--- config.mk ---
export PLATFORM = sky130hd
export DESIGN_NAME = chmc_ctrl
export DESIGN_NICKNAME = d
export VERILOG_FILES = /design/src/chmc_pkg.sv /design/src/chmc_ctrl.sv
export SDC_FILE = /design/constraint.sdc
export NUM_CORES = 1
export LEC_CHECK = 0
export BUFFER_PORTS_ARGS = -buffer_cell sky130_fd_sc_hd__buf_2
export CAP_MARGIN = 10
export CORE_AREA = 10 10 47 49
export DETAILED_ROUTE_END_ITERATION = 8
export DIE_AREA = 0 0 57 59
export GPL_ROUTABILITY_DRIVEN = 1
export SYNTH_ARGS = -nofsm -noshare
export SYNTH_HDL_FRONTEND = slang
export SYNTH_SLANG_ARGS = --single-unit
export TNS_END_PERCENT = 100
--- constraint.sdc ---
create_clock -name clk -period 1.3 [get_ports clk]
set_clock_uncertainty 0.05 [all_clocks]
set_input_delay 0.26 -clock clk [delete_from_list [all_inputs] [get_ports clk]]
set_output_delay 0.26 -clock clk [all_outputs]
set_load 0.1 [all_outputs]
--- src/chmc_pkg.sv ---
package chmc_pkg;

  localparam int MAX_LINES_DEF = 1024;
  localparam int ADDR_BITS_DEF = 26;
  localparam int MAX_WAYS_DEF  = 16;

  localparam int LINE_OUT_W = 10;
  localparam int CFG_IDX_W  = 3;
  localparam int CFG_DATA_W = 16;
  localparam int STAMP_W    = 32;
  localparam int LFSR_W     = 16;

  localparam logic [1:0] MAP_DIRECT   = 2'd0;
  localparam logic [1:0] MAP_SET      = 2'd1;
  localparam logic [1:0] MAP_FULL     = 2'd2;
  localparam logic [1:0] MAP_FULL_ALT = 2'd3;

  localparam logic [1:0] POL_LRU  = 2'd0;
  localparam logic [1:0] POL_LFU  = 2'd1;
  localparam logic [1:0] POL_FIFO = 2'd2;
  localparam logic [1:0] POL_RAND = 2'd3;

  localparam logic [1:0] KIND_NONE       = 2'd0;
  localparam logic [1:0] KIND_COMPULSORY = 2'd1;
  localparam logic [1:0] KIND_CAPACITY   = 2'd2;
  localparam logic [1:0] KIND_CONFLICT   = 2'd3;

  localparam logic [CFG_IDX_W-1:0] CFG_MAPPING = 3'd0;
  localparam logic [CFG_IDX_W-1:0] CFG_OFFSET  = 3'd1;
  localparam logic [CFG_IDX_W-1:0] CFG_LINES   = 3'd2;
  localparam logic [CFG_IDX_W-1:0] CFG_WAYS    = 3'd3;
  localparam logic [CFG_IDX_W-1:0] CFG_POLICY  = 3'd4;
  localparam logic [CFG_IDX_W-1:0] CFG_SEED    = 3'd5;

  typedef enum logic [2:0] {
    ST_CLEAR,
    ST_IDLE,
    ST_SCAN,
    ST_COMMIT,
    ST_DONE
  } state_t;

  typedef struct packed {
    logic clear_wr;
    logic start;
    logic step;
    logic commit;
    logic load_out;
  } dp_cmd_t;

  typedef struct packed {
    logic clear_done;
    logic issue_done;
    logic out_free;
  } dp_sts_t;

  function automatic logic [LFSR_W-1:0] lfsr_step(input logic [LFSR_W-1:0] cur);
    logic [LFSR_W-1:0] v;
    logic fb;
    v  = (cur == '0) ? LFSR_W'(1) : cur;
    fb = v[15] ^ v[13] ^ v[12] ^ v[10];
    return {v[LFSR_W-2:0], fb};
  endfunction

endpackage

--- src/chmc_ctrl.sv ---
module chmc_ctrl (
  input  logic              clk,
  input  logic              rst_n,
  input  logic              in_valid,
  output logic              in_stall,
  output chmc_pkg::dp_cmd_t cmd,
  input  chmc_pkg::dp_sts_t sts
);
  import chmc_pkg::*;

  state_t state_r, state_nxt;

  always_ff @(posedge clk) begin
    if (!rst_n) begin
      state_r <= ST_CLEAR;
    end else begin
      state_r <= state_nxt;
    end
  end

  always_comb begin
    state_nxt = state_r;
    cmd       = '0;
    in_stall  = 1'b1;
    unique case (state_r)
      ST_CLEAR: begin
        cmd.clear_wr = 1'b1;
        if (sts.clear_done) state_nxt = ST_IDLE;
      end
      ST_IDLE: begin
        in_stall = 1'b0;
        if (in_valid) begin
          cmd.start = 1'b1;
          state_nxt = ST_SCAN;
        end
      end
      ST_SCAN: begin
        if (sts.issue_done) begin
          state_nxt = ST_COMMIT;
        end else begin
          cmd.step = 1'b1;
        end
      end
      ST_COMMIT: begin
        cmd.commit = 1'b1;
        state_nxt  = ST_DONE;
      end
      ST_DONE: begin
        if (sts.out_free) begin
          cmd.load_out = 1'b1;
          state_nxt    = ST_IDLE;
        end
      end
      default: state_nxt = ST_CLEAR;
    endcase
  end

endmodule

==> summary.json <==
{
  "outcome": {
    "outcome": "complete, but fails checks",
    "violations": "setup timing"
  },
  "drt": {
    "post_drt_wl_per_cell_um": 13.22,
    "first_iter_violations": 1,
    "avgViaCountPerCell": 4.293,
    "vias": 249,
    "route.final.wire_length_um": 767,
    "first_pass_iters": 3,
    "count_of_nets_left_with_antenna_violations_after_detail_routing": 0,
    "drt_drc_violations_left": 0
  },
  "hold_path": {
    "worstHoldStart": "rst_n",
    "worst_hold_path.endpoint": "state_r[2]",
    "holdPathStages": 2,
    "hold_path.class": "primary input to flip-flop"
  },
  "die": {
    "dieArea_um2": 3363,
    "width_of_the_die_um": 57,
    "floorplan.initialDensity": 0.1589,
    "core_um2": 1401,
    "die-height_um": 59,
    "number_of_top_level_pins": 12,
    "floorplan.rows": 14
  },
  "sta": {
    "achievable_clock_frequency_mhz": 666.7,
    "finalMaxSlewViolations": 0,
    "postLayoutSetupSlackWorst_ns": -0.2000,
    "final.min_clock_period_ns": 1.500,
    "report.final.hold_viol_count": 0,
    "worst-slew-pin-transition_ns": 0.2475,
    "setup_repair_after_global_routing_missed_its_margin": "true",
    "maxSlewHeadroom": 0.8326,
    "whs_ns": 0.2120,
    "finalSetupViolations": 6,
    "min_period_over_period": 1.154
  },
  "layout": {
    "fin_nets": 49,
    "layout.cells.most_common_list": "sky130_fd_sc_hd__buf_12, sky130_fd_sc_hd__buf_4, sky130_fd_sc_hd__buf_2",
    "area_growth_syn_to_layout_pct": 128.1,
    "final.fill_count": 155,
    "postLayoutCellArea_um2": 508.0,
    "drive_above_1_share": 0.8095,
    "largest_register_ffs": 3,
    "largestRegisters": "state_r x3",
    "antennaDiodeCount": 0,
    "largest-register": "state_r"
  },
  "critical_path": {
    "startpoint_type": "flip-flop",
    "crit_type": "flip-flop to output port",
    "arrival_ns": 1.19,
    "r2r_setup_slack_ns": 0.11,
    "setup.worst_path.end_class": "output port",
    "rr_startpoint": "state_r[1]",
    "timing.rr.end": "state_r[0]",
    "r2r.worst_path.cells": 4,
    "largest_stage_delay_on_the_critical_path_ns": 0.41,
    "critical_path.slowest_cell": "sky130_fd_sc_hd__or3b_4",
    "crit_chain": "or3b_4 > buf_12",
    "worst_ep_required_time_ns": 0.99,
    "critical_path.max_fanout": 5
  },
  "place": {
    "placed_area_um2": 431.7,
    "dp.final_hpwl_um": 569.8,
    "gp_congestion": 0.7517,
    "place.port_buffers": 11
  },
  "synthesis": {
    "synthesis.area_um2": 222.7,
    "postSynthAreaPerCell_um2": 10.12,
    "post_syn_instances": 22,
    "yosys.cell_types.count": 15,
    "synth.yosys.warnings": 0,
    "synth-seq-area-share": 0.2697,
    "ys_seq_elements": 3,
    "syn_nets": 28
  },
  "clock_tree": {
    "tritoncts": "yes",
    "numCtsBuffers": 3,
    "ctsHtreeMaxLevel": 1,
    "clkSlewWorstSetupHoldPaths_ns": 0.03,
    "cts_buffer_depth": 2,
    "clock_sinks": 3,
    "clock-root-buffer": "sky130_fd_sc_hd__clkbuf_4",
    "clk_latency_ns": 0.25
  },
  "pwr": {
    "vdd.ir_drop.worst_uv": 449.0,
    "power.static_leakage_nw": 0.2137,
    "power_mw": 0.5138,
    "powerDensity_nw_per_um2": 1011
  },
  "grt": {
    "overflow": 0,
    "antenna_found_initial": 0,
    "groute.usage.overall": 0.05347,
    "first_global_vias": 255,
    "grt_start_max_net_pins": 9,
    "wire_length_of_the_first_global_routing_pass_mm": 1.242
  },
  "job": {
    "timing.max_cap.violations": 0
  }
}
## worst max-delay path: cells and delay by family, from the launching register on
kind | cells | cell delay [ns]
simple gates | 1 | 0.41
flops | 1 | 0.36
buf+inv | 1 | 0.18
## synth_stat cells
| library cell | number | area, µm² |
|---|---|---|
| sky130_fd_sc_hd__and3b_1 | 2 | 17.52 |
| sky130_fd_sc_hd__buf_4 | 1 | 7.510 |
| sky130_fd_sc_hd__buf_6 | 2 | 22.52 |
| sky130_fd_sc_hd__dfxtp_1 | 3 | 60.06 |
| sky130_fd_sc_hd__mux2i_1 | 2 | 20.02 |
| sky130_fd_sc_hd__nand2_1 | 1 | 3.750 |
| sky130_fd_sc_hd__nor2b_1 | 1 | 6.260 |
| sky130_fd_sc_hd__nor3_1 | 2 | 10.01 |
| sky130_fd_sc_hd__nor3_2 | 1 | 10.01 |
| sky130_fd_sc_hd__nor3b_1 | 1 | 7.510 |
| sky130_fd_sc_hd__nor4b_1 | 2 | 17.52 |
| sky130_fd_sc_hd__nor4b_2 | 1 | 15.01 |
| sky130_fd_sc_hd__o21a_1 | 1 | 7.510 |
| sky130_fd_sc_hd__o31a_1 | 1 | 8.760 |
| sky130_fd_sc_hd__or3b_1 | 1 | 8.760 |
## stage by stage
step,std cells,setup slack [ns],util,TNS (ns)
floorplan,22,-0.5232,-,-1.642
global placement,50,-0.007720,0.3080,-0.007720
detailed placement,50,-0.001599,0.3080,-0.001599
CTS,57,-0.2094,0.3554,-1.065
global route,58,-0.2283,0.3625,-1.202
finish,58,-0.2000,0.3625,-0.9706
## what timing repair did
item / CTS / global route
buffers inserted: 3 / 1
gates resized for setup: 7 / 1
pin swaps: 1 / 0
hold buffers: 0 / 0
endpoints found under the setup margin: 6 / 6
## power breakdown
group          total [mW]  internal (mW)  leakage, nW  switching (mW)
combinational       0.232         0.0988        0.172           0.133
clock               0.175          0.116       0.0150          0.0590
sequential          0.107         0.0969       0.0264          0.0106
total               0.514          0.311        0.214           0.202
## per-layer routing
layer	GRT usage	vias up	share of wire
li1	-	121	-
met4	0.05034	0	0.034
met5	0	-	0
met3	0.06652	5	0.20
met1	0.05313	108	0.43
met2	0.05116	15	0.34
## cell type report
class	instances	area (µm²)	share of cell area
clock buffer	4	26.28	0.05172
tap	16	20.02	0.03941
timing repair buffer	19	212.7	0.4187
multi-input combinational	16	180.2	0.3547
sequential	3	68.82	0.1355
## how the worst max path moves through the flow
| stage | slack [ns] | endpoint | startpoint | cells after the start |
|---|---|---|---|---|
| CTS | -0.21 | in_stall | state_r[2] | 2 |
| global route | -0.23 | in_stall | state_r[2] | 2 |
| global placement | -0.008 | cmd[2] | state_r[1] | 2 |
| finish | -0.20 | in_stall | state_r[2] | 2 |
| detailed placement | -0.002 | cmd[2] | state_r[1] | 2 |
| floorplan | -0.52 | cmd[2] | state_r[0] | 2 |
## cells by family after synthesis
group	share of synthesized area
multiplexers	0.08989
AO/OA/AOI/OAI	0.07305
AND/OR/NAND/NOR	0.4326
flip-flops	0.2697
buffers and inverters	0.1348
(Power assumes the default switching activity.)
